<file path="config.mk">
export PLATFORM = sky130hd
export DESIGN_NAME = markup_token_lexer_unit_flat
export DESIGN_NICKNAME = d
export VERILOG_FILES = /design/src/rtl/mtl_pkg.sv /design/src/rtl/mtl_in_if.sv /design/src/rtl/mtl_step.sv /design/src/rtl/markup_token_lexer_unit.sv /design/src/flat_wrapper.sv
export SDC_FILE = /design/constraint.sdc
export NUM_CORES = 1
export LEC_CHECK = 0
export CAP_MARGIN = 20
export CORE_UTILIZATION = 58
export CTS_CLUSTER_SIZE = 14
export DETAILED_ROUTE_END_ITERATION = 10
export DONT_BUFFER_PORTS = 1
export HOLD_SLACK_MARGIN = 0.1
export PLACE_DENSITY = 0.81
export RECOVER_POWER = 100
export SYNTH_ARGS = -nofsm -noshare
export SYNTH_HDL_FRONTEND = slang
export SYNTH_HIERARCHICAL = 1
export SYNTH_SLANG_ARGS = --single-unit
</file>
<file path="constraint.sdc">
create_clock -name clk -period 4 [get_ports clk]
set_input_delay 0.2 -clock clk [delete_from_list [all_inputs] [get_ports clk]]
set_output_delay 0.2 -clock clk [all_outputs]
set_load 0.02 [all_outputs]
</file>
<file path="src/rtl/mtl_pkg.sv">
// package: token kinds, lexer modes, result and step types
`default_nettype none

package mtl_pkg;

    localparam logic [1:0] KIND_SPECIAL = 2'd0;
    localparam logic [1:0] KIND_STRING  = 2'd1;
    localparam logic [1:0] KIND_SYMBOL  = 2'd2;

    localparam logic [7:0] LIMIT_RESET = 8'd254;

    localparam logic [7:0] CH_NUL    = 8'h00;
    localparam logic [7:0] CH_SPACE  = 8'h20;
    localparam logic [7:0] CH_LT     = 8'h3c;
    localparam logic [7:0] CH_GT     = 8'h3e;
    localparam logic [7:0] CH_SLASH  = 8'h2f;
    localparam logic [7:0] CH_EQ     = 8'h3d;
    localparam logic [7:0] CH_QMARK  = 8'h3f;
    localparam logic [7:0] CH_QUOTE  = 8'h22;
    localparam logic [7:0] CH_BSLASH = 8'h5c;
    localparam logic [7:0] CH_N      = 8'h6e;
    localparam logic [7:0] CH_T      = 8'h74;
    localparam logic [7:0] CH_R      = 8'h72;
    localparam logic [7:0] CH_LF     = 8'h0a;
    localparam logic [7:0] CH_TAB    = 8'h09;
    localparam logic [7:0] CH_CR     = 8'h0d;

    localparam int QDEPTH = 4;
    localparam int QAW    = $clog2(QDEPTH);

    typedef enum logic [3:0] {
        MODE_IDLE = 4'b0001,
        MODE_STR  = 4'b0010,
        MODE_ESC  = 4'b0100,
        MODE_SYM  = 4'b1000
    } mode_t;

    typedef struct packed {
        logic [1:0] token_kind;
        logic       has_char;
        logic [7:0] out_char;
        logic       token_end;
    } result_t;

    typedef struct packed {
        logic [1:0] n_results;
        result_t    r0;
        result_t    r1;
        mode_t      mode;
        logic [7:0] count;
    } step_t;

endpackage

`default_nettype wire

</file>
<file path="src/rtl/mtl_in_if.sv">
// interfaces: input byte channel, result channel, configuration write channel
`default_nettype none

interface mtl_in_if;
    logic       valid;
    logic       ready;
    logic [7:0] in_byte;
    modport source (output valid, output in_byte, input ready);
    modport sink   (input valid, input in_byte, output ready);
endinterface

interface mtl_out_if;
    logic       valid;
    logic       ready;
    logic [1:0] token_kind;
    logic       has_char;
    logic [7:0] out_char;
    logic       token_end;
    modport source (output valid, output token_kind, output has_char, output out_char,
                    output token_end, input ready);
    modport sink   (input valid, input token_kind, input has_char, input out_char,
                    input token_end, output ready);
endinterface

interface mtl_cfg_if;
    logic       valid;
    logic       ready;
    logic [7:0] symbol_limit;
    modport source (output valid, output symbol_limit, input ready);
    modport sink   (input valid, input symbol_limit, output ready);
endinterface

`default_nettype wire

</file>
<file path="src/rtl/mtl_step.sv">
// lexer step: next mode, symbol count and up to two results for one byte
`default_nettype none

module mtl_step
    import mtl_pkg::*;
(
    input  wire mode_t      mode,
    input  wire logic [7:0] count,
    input  wire logic [7:0] limit,
    input  wire logic [7:0] c,
    output step_t           step
);

    logic       is_white;
    logic       is_special;
    logic [7:0] lim;
    logic [8:0] cnt_wide;
    logic [7:0] cnt;
    logic       cut;
    result_t    sym_res;
    result_t    spc_res;
    result_t    str_end;

    always_comb
    begin
        is_white   = (c != CH_NUL) && (c <= CH_SPACE);
        is_special = (c == CH_LT) || (c == CH_GT) || (c == CH_SLASH) ||
                     (c == CH_EQ) || (c == CH_QMARK);
        lim        = (limit == 8'd0) ? 8'd1 : limit;
        cnt_wide   = {1'b0, ((mode == MODE_SYM) ? count : 8'd0)} + 9'd1;
        cnt        = cnt_wide[8] ? 8'hff : cnt_wide[7:0];
        cut        = (cnt >= lim);
        sym_res    = '{token_kind: KIND_SYMBOL, has_char: 1'b1, out_char: c, token_end: cut};
        spc_res    = '{token_kind: KIND_SPECIAL, has_char: 1'b1, out_char: c, token_end: 1'b1};
        str_end    = '{token_kind: KIND_STRING, has_char: 1'b0, out_char: 8'd0,
                       token_end: 1'b1};

        step.n_results = 2'd0;
        step.r0        = '0;
        step.r1        = '0;
        step.mode      = mode;
        step.count     = count;

        case (mode)
            MODE_IDLE:
            begin
                if ((c == CH_NUL) || is_white)
                begin
                    step.n_results = 2'd0;
                end
                else if (is_special)
                begin
                    step.n_results = 2'd1;
                    step.r0        = spc_res;
                end
                else if (c == CH_QUOTE)
                begin
                    step.mode = MODE_STR;
                end
                else
                begin
                    step.n_results = 2'd1;
                    step.r0        = sym_res;
                    step.mode      = cut ? MODE_IDLE : MODE_SYM;
                    step.count     = cut ? 8'd0 : cnt;
                end
            end
            MODE_STR:
            begin
                if ((c == CH_NUL) || (c == CH_QUOTE))
                begin
                    step.n_results = 2'd1;
                    step.r0        = str_end;
                    step.mode      = MODE_IDLE;
                end
                else if (c == CH_BSLASH)
                begin
                    step.mode = MODE_ESC;
                end
                else
                begin
                    step.n_results = 2'd1;
                    step.r0        = '{token_kind: KIND_STRING, has_char: 1'b1, out_char: c,
                                       token_end: 1'b0};
                end
            end
            MODE_ESC:
            begin
                if (c == CH_NUL)
                begin
                    step.n_results = 2'd1;
                    step.r0        = str_end;
                    step.mode      = MODE_IDLE;
                end
                else
                begin
                    step.mode = MODE_STR;
                    step.r0   = '{token_kind: KIND_STRING, has_char: 1'b1, out_char: CH_BSLASH,
                                  token_end: 1'b0};
                    if (c == CH_N)
                    begin
                        step.n_results   = 2'd1;
                        step.r0.out_char = CH_LF;
                    end
                    else if (c == CH_T)
                    begin
                        step.n_results   = 2'd1;
                        step.r0.out_char = CH_TAB;
                    end
                    else if (c == CH_R)
                    begin
                        step.n_results   = 2'd1;
                        step.r0.out_char = CH_CR;
                    end
                    else if (c == CH_BSLASH)
                    begin
                        step.n_results = 2'd1;
                    end
                end
            end
            MODE_SYM:
            begin
                if ((c == CH_NUL) || is_white || is_special)
                begin
                    step.n_results = is_special ? 2'd2 : 2'd1;
                    step.r0        = '{token_kind: KIND_SYMBOL, has_char: 1'b0, out_char: 8'd0,
                                       token_end: 1'b1};
                    step.r1        = spc_res;
                    step.mode      = MODE_IDLE;
                    step.count     = 8'd0;
                end
                else
                begin
                    step.n_results = 2'd1;
                    step.r0        = sym_res;
                    step.mode      = cut ? MODE_IDLE : MODE_SYM;
                    step.count     = cut ? 8'd0 : cnt;
                end
            end
            default:
            begin
                step.mode  = MODE_IDLE;
                step.count = 8'd0;
            end
        endcase
    end

endmodule

`default_nettype wire

</file>
<file path="src/rtl/markup_token_lexer_unit.sv">
// top level: markup token lexer with result queue and configuration register
//
// usage
// - stream: one input byte per item, accepted when valid and ready are high
// - tokens: one result per item (kind, has_char, out_char, token_end)
// - cfg: writes symbol_limit, always ready; write only while the block is idle
// - each byte updates the lexer state in the cycle it is accepted and pushes
//   zero, one or two results into a four-entry result queue
// - results of a byte are registered in the queue when the byte is accepted
// - throughput: one byte per cycle while each byte gives at most one result;
//   and the receiver is ready; a byte that ends a symbol at a special
//   character gives two results, and the queue drains one result per cycle
// - stream.ready is high while the queue has at least two free entries
// - when the receiver stalls, results wait in the queue in order and
//   stream.ready falls once the queue is nearly full; nothing is lost
// - reset: between tokens, symbol count zero, symbol_limit 254, queue empty
`default_nettype none

module markup_token_lexer_unit
    import mtl_pkg::*;
(
    input  wire logic  clk,
    input  wire logic  rst_n,
    mtl_in_if.sink     stream,
    mtl_out_if.source  tokens,
    mtl_cfg_if.sink    cfg
);

    mode_t            mode_reg;
    logic [7:0]       count_reg;
    logic [7:0]       limit_reg;
    result_t          queue_reg [QDEPTH];
    logic [QAW-1:0]   wr_ptr_reg;
    logic [QAW-1:0]   rd_ptr_reg;
    logic [QAW:0]     fill_reg;
    logic [QAW-1:0]   wr_ptr_next;
    logic [QAW-1:0]   rd_ptr_next;
    logic [QAW:0]     fill_next;
    step_t            step;
    logic             accept;
    logic             pop;
    logic [1:0]       push_n;
    result_t          head;

    mtl_step u_step (
        .mode  (mode_reg),
        .count (count_reg),
        .limit (limit_reg),
        .c     (stream.in_byte),
        .step  (step)
    );

    assign stream.ready = (fill_reg <= (QAW+1)'(QDEPTH - 2));
    assign cfg.ready    = 1'b1;
    assign accept       = stream.valid && stream.ready;
    assign pop          = tokens.valid && tokens.ready;
    assign push_n       = accept ? step.n_results : 2'd0;

    assign head              = queue_reg[rd_ptr_reg];
    assign tokens.valid      = (fill_reg != '0);
    assign tokens.token_kind = head.token_kind;
    assign tokens.has_char   = head.has_char;
    assign tokens.out_char   = head.out_char;
    assign tokens.token_end  = head.token_end;

    always_comb
    begin
        wr_ptr_next = wr_ptr_reg + QAW'(push_n);
        rd_ptr_next = rd_ptr_reg + QAW'(pop);
        fill_next   = fill_reg + (QAW+1)'(push_n) - (QAW+1)'(pop);
    end

    always_ff @(posedge clk or negedge rst_n)
    begin
        if (!rst_n)
        begin
            mode_reg   <= MODE_IDLE;
            count_reg  <= 8'd0;
            limit_reg  <= LIMIT_RESET;
            wr_ptr_reg <= '0;
            rd_ptr_reg <= '0;
            fill_reg   <= '0;
        end
        else
        begin
            if (accept)
            begin
                mode_reg  <= step.mode;
                count_reg <= step.count;
            end
            if (cfg.valid)
            begin
                limit_reg <= cfg.symbol_limit;
            end
            wr_ptr_reg <= wr_ptr_next;
            rd_ptr_reg <= rd_ptr_next;
            fill_reg   <= fill_next;
        end
    end

    always_ff @(posedge clk)
    begin
        if (push_n != 2'd0)
        begin
            queue_reg[wr_ptr_reg] <= step.r0;
        end
        if (push_n == 2'd2)
        begin
            queue_reg[wr_ptr_reg + QAW'(1)] <= step.r1;
        end
    end

endmodule

`default_nettype wire

</file>
<file path="src/flat_wrapper.sv">
// flat-port wrapper written by rule: the top's interface ports become plain ports
module markup_token_lexer_unit_flat import mtl_pkg::*;
  (clk, rst_n, stream_valid, stream_in_byte, stream_ready, tokens_valid, tokens_token_kind, tokens_has_char, tokens_out_char, tokens_token_end, tokens_ready, cfg_valid, cfg_symbol_limit, cfg_ready);
  mtl_in_if stream_i ();
  mtl_out_if tokens_i ();
  mtl_cfg_if cfg_i ();
  input  wire logic clk;
  input  wire logic rst_n;
  input wire logic [$bits(stream_i.valid)-1:0] stream_valid;
  input wire logic [$bits(stream_i.in_byte)-1:0] stream_in_byte;
  output wire logic [$bits(stream_i.ready)-1:0] stream_ready;
  output wire logic [$bits(tokens_i.valid)-1:0] tokens_valid;
  output wire logic [$bits(tokens_i.token_kind)-1:0] tokens_token_kind;
  output wire logic [$bits(tokens_i.has_char)-1:0] tokens_has_char;
  output wire logic [$bits(tokens_i.out_char)-1:0] tokens_out_char;
  output wire logic [$bits(tokens_i.token_end)-1:0] tokens_token_end;
  input wire logic [$bits(tokens_i.ready)-1:0] tokens_ready;
  input wire logic [$bits(cfg_i.valid)-1:0] cfg_valid;
  input wire logic [$bits(cfg_i.symbol_limit)-1:0] cfg_symbol_limit;
  output wire logic [$bits(cfg_i.ready)-1:0] cfg_ready;
  assign stream_i.valid = stream_valid;
  assign stream_i.in_byte = stream_in_byte;
  assign stream_ready = stream_i.ready;
  assign tokens_valid = tokens_i.valid;
  assign tokens_token_kind = tokens_i.token_kind;
  assign tokens_has_char = tokens_i.has_char;
  assign tokens_out_char = tokens_i.out_char;
  assign tokens_token_end = tokens_i.token_end;
  assign tokens_i.ready = tokens_ready;
  assign cfg_i.valid = cfg_valid;
  assign cfg_i.symbol_limit = cfg_symbol_limit;
  assign cfg_ready = cfg_i.ready;
  markup_token_lexer_unit u_core (.clk(clk), .rst_n(rst_n), .stream(stream_i), .tokens(tokens_i), .cfg(cfg_i));
endmodule
</file>
# == Word-level counts from Yosys, hierarchy flattened ==
# Memory sizes are Yosys's and may differ from the RTL's.
# Index checks and enable logic that the tools add are counted.
# totals
reg_bits,27
mem_bits_rw,48
output_inout_bits,15
n_memories,1
# mem_list
name,depth,word_bits,rd,rd_clocked_by_memory_dff,write_ports,line,text
u_core.queue_reg,4,12,1,0,2,markup_token_lexer_unit.sv:32,result_t queue_reg [QDEPTH];
# classes
n_addsub,6
n_lt_le_gt_ge,3
eq_ne,19
n_mux,39
bitwise_logic,1
reduce_logical,18
# op_table
op,n
13-bit two-way mux,5
14-bit one-hot mux with 4 select lines,1
"8-bit by 6-bit equality test with 1-bit output, second input constant",6
12-bit two-way mux,4
8-bit two-way mux,5
"8-bit by 7-bit equality test with 1-bit output, second input constant",4
8-bit one-hot mux with 3 select lines,1
7-bit two-way mux,3
10-bit two-way mux,2
8-bit zero test,2
4-bit two-way mux,4
4-bit one-hot mux with 4 select lines,1
14-bit two-way mux,1
"8-bit by 1-bit adder with 9-bit output, second input constant",1
1-bit two-way mux,9
8-bit >= comparator,1
"8-bit by 6-bit <= comparator with 1-bit output, second input constant",1
8-bit nonzero test,1
1-bit logical OR,7
2-bit two-way mux,3
"2-bit != test, second input constant",3
5-bit AND reduction,1
"4-bit by 1-bit equality test with 1-bit output, second input constant",1
"4-bit by 2-bit equality test with 1-bit output, second input constant",1
other kinds (16),18

# == Logic depth before layout (Yosys ltp) ==
# depth
word_depth,13
ltp_mapped,16

# == By module ==
# Netlist, hierarchy kept.
# modules_own_cells
mod,n_inst,cells_per_inst,area_each_um2,seq_area_each_um2
markup_token_lexer_unit,1,207,3696.0,2127.0
mtl_step,1,172,1182.4,0.0

# == Least setup slack after synthesis ==
# Ideal clock, no wire load.
# synth_path
path_kind,flip-flop to flip-flop
from,register u_core.mode_reg[2]
to,memory u_core/queue_reg[0][0] (netlist bit) (data pin)
setup_ns,0.260
arrival_ns,3.495
required_ns,3.740
setup_slack_ns,0.245
stages_incl_launch_ff,17
period_less_slack_ns,3.755
path_cell_list,dfrtp_1 > buf_2 > nor4b_2 > and2_1 > ha_1 > nand2_1 > nor2_1 > nand4_1 > nand2_1 > inv_1 > ha_1 > nand2b_1 > a2111oi_0 > o31ai_1 > a211oi_1 > o21ai_0 > mux2_2
# synth_lines
item,line,text
from (decl),markup_token_lexer_unit.sv:29,mode_t mode_reg;
from (signal assigned),markup_token_lexer_unit.sv:88,mode_reg <= step.mode;
to (decl),markup_token_lexer_unit.sv:32,

==> impl_metrics.py <==
metrics = {
    "placement": {
        "placement.io_buffers": 0,
        "gp_congestion": 0.9406,
        "hpwl_um": 7101,
        "placed_area_um2": 4976,
    },
    "sta": {
        "slew_viol_final": 0,
        "tns_ns": 0,
        "max_slew_margin_pct": 4.487,
        "rsz0062_at_grt": "false",
        "period_needed_ns": 3.739,
        "worst_pin_slew_ns": 1.433,
        "setup-violations-final": 0,
        "finalCritPeriodShare_pct": 93.47,
        "skew_ns": 0.008898,
        "max_clock_freq_mhz": 267.5,
        "hold_viol": 0,
        "holdWs_ns": 0.1854,
    },
    "final_layout": {
        "nNetsFinal": 439,
        "fin_area_um2": 5189,
        "final_util_pct": 63.47,
        "largest_register_ffs": 48,
        "antenna_cells": 0,
        "syn_to_final_growth_pct": 6.361,
        "fillCellCount": 635,
        "layout-drive-gt1-share_pct": 21.08,
    },
    "detailed_routing": {
        "antenna_left": 0,
        "drt_iter0_markers": 205,
        "drc": 0,
        "wl_per_cell_um": 19.94,
        "via_per_inst": 6.156,
        "vias": 3158,
        "firstDrtPassIters": 4,
        "wl_um": 10230,
    },
    "yosys": {
        "yosysMostFrequentCell": "edfxtp_1",
        "synth_cells": 379,
        "synth_area_leaders": "edfxtp_1 30%, dfrtp_1 9.7%, mux2_4 9.2%",
        "synth_ff_type": "edfxtp_1",
        "netlist-cell-type-count": 65,
        "netlist_area_um2": 4878,
        "synth_common_cells": "48 x edfxtp_1, 38 x mux2_2, 30 x mux2_4, 19 x dfrtp_1",
        "yosysTopAreaCellShare_pct": 29.55,
        "ys_ff_latch": 75,
        "yosysTopAreaCell": "edfxtp_1",
        "async_flop_share_pct": 36.00,
        "avgSynthCellArea_um2": 12.87,
        "seq_area_frac_synth_pct": 43.60,
        "synth-edff-count": 48,
        "ys_warn_count": 6,
    },
    "clock_tree": {
        "htreeDepth": 3,
        "clock-sinks": 75,
        "numCtsBuffers": 9,
        "cts_tree": "yes",
        "root_buffer": "clkbuf_8",
        "clockBufferDepth": 2,
        "post_cts_buffers": 0,
        "cts.reportedPaths.clkPinSlew_ns": 0.08,
        "clk-insertion-delay-late_ns": 0.34,
    },
    "power": {
        "switchingPower_w": 0.0009905,
        "leakagePower_nw": 2.042,
        "combPwrFrac_pct": 37.2,
        "peakVddDrop_v": 0.0003914,
        "seqPwrFrac_pct": 40.3,
        "powerDensity_nw_per_um2": 539.2,
        "design_power_total_w": 0.002798,
        "swShare_pct": 35.40,
        "p_int_w": 0.001807,
        "p_clk_share_pct": 22.6,
    },
    "job": {
        "cap_violations": 0,
    },
    "critical_path": {
        "r2r_cells": 16,
        "critical_path_required_ns": 4.28,
        "r2r-end": "u_core/count_reg[2]",
        "criticalPathCategory": "flip-flop to flip-flop",
        "crit_path_start": "u_core/mode_reg[0]",
        "startpoint_type": "flip-flop",
        "cp.arrival_ns": 4.02,
        "crit_path_end_kind": "flip-flop",
        "crit_end": "u_core/count_reg[2]",
        "cp_max_fo": 9,
        "rr_startpoint": "u_core/mode_reg[0]",
        "ff2ff_setup_slack_ns": 0.26,
    },
    "die": {
        "die_y_um": 93.71,
        "die-area_um2": 8782,
        "core_area_um2": 8175,
        "die-width_um": 93.71,
        "io_pins": 36,
        "initial_core_util_pct": 59.67,
        "row_count": 33,
    },
    "global_route": {
        "grt_overflow": 0,
        "first_global_vias": 3331,
        "grt_pass1_wl_um": 16240,
        "track_usage_pct": 24.41,
        "grt_start_max_net_pins": 28,
        "grt_antenna_before_repair": 0,
    },
    "outcome": {
        "status": "complete, no violations",
    },
    "min_path": {
        "hold_path.class": "input port to flip-flop",
    },
}
## metal layers
| metal | GRT usage [%] | wire length (um) |
|---|---|---|
| met1 | 28.98 | 4235 |
| met3 | 5.421 | 489 |
| met4 | 9.615 | 161 |
| met2 | 42.82 | 5341 |
| met5 | 0 | 0 |
## cell families (layout without fill, tap and decap cells)
logic type / count (synthesis) / after routing / synth area share, %
other: 2 / 5 / 0.1539
multiplexers: 81 / 81 / 23.75
adder cells (fa/ha/maj): 15 / 15 / 4.001
XOR/XNOR: 12 / 12 / 2.154
AO/OA/AOI/OAI: 64 / 64 / 9.952
AND/OR/NAND/NOR: 92 / 92 / 11.95
buffers and inverters: 38 / 64 / 4.437
flip-flops: 75 / 75 / 43.60
## per-stage QoR
stage          setup WS, ns  cells
2_1_floorplan        0.2449    382
3_3_place_gp         0.4108    478
3_5_place_dp        0.08355    478
4_1_cts             0.04547    513
5_1_grt             0.01769    513
6_report             0.2611    513
## power groups by stage
stage / Combinational (W) / Sequential, W / Clock (W)
CTS: 0.00113 / 0.00114 / 0.000640
global route: 0.00113 / 0.00115 / 0.000670
finish: 0.00104 / 0.00113 / 0.000631
detailed placement: 0.00109 / 0.00115 / 0
global placement: 0.00105 / 0.00115 / 0
floorplan: 0.000960 / 0.00108 / 0
## worst max-delay path: stages, from the launching register on
cell and delay, ns:
dfstp_2 0.42, nor4b_4 0.35, and2_0 0.21, ha_1 0.22, nand2_1 0.10, nor2_1 0.14
nand4_1 0.13, nand2_1 0.12, inv_1 0.05, ha_1 0.27, nand2b_1 0.16, a2111oi_2 0.39
o31ai_1 0.13, clkbuf_2 0.15, a211oi_4 0.47, a22o_1 0.23, mux2_2 0.14
## worst min path at each step
stage / startpoint / cells after the start / slack (ns) / to
after global placement: rst_n / 0 / -0.1 / u_core/fill_reg[2]
after floorplan: rst_n / 0 / -0.1 / u_core/count_reg[0]
final: tokens_ready / 2 / 0.19 / u_core/rd_ptr_reg[0]
after global routing: tokens_ready / 2 / 0.19 / u_core/rd_ptr_reg[0]
after CTS: tokens_ready / 2 / 0.14 / u_core/rd_ptr_reg[0]
after detailed placement: rst_n / 0 / -0.1 / u_core/rd_ptr_reg[0]
## repair_timing
action	in CTS	in global routing
resized for setup	0	4
hold buffers	19	0
endpoints found under the hold margin	36	0
setup endpoints to repair	0	13
## area by class of cell
type	instances	area, um2	area share [%]
clock buffers	9	123.9	2.387
clock inverters	7	92.59	1.784
inverters	15	56.30	1.085
multi-input cells	269	2405	46.35
flip-flops and latches	75	2127	40.99
well taps	105	131.4	2.532
repair buffers	33	252.7	4.871
## layout by cell type, fill, tap and decap left out, types with 5 or more instances in the layout
cell,count
a22o_1,9
nand2b_1,7
mux2_1,29
ha_1,14
nand3_1,6
nor2_1,11
conb_1,5
dfstp_1,6
clkbuf_1,10
o21ai_0,16
and2_1,8
dfrtp_1,19
a21oi_1,9
mux4_2,12
nand4_1,7
nand2_1,18
inv_1,15
xor2_1,7
dlygate4sd3_1,18
clkbuf_8,9
o21a_1,5
mux2_2,38
xnor2_1,5
edfxtp_1,48
Power figures use the tool's default switching activity.
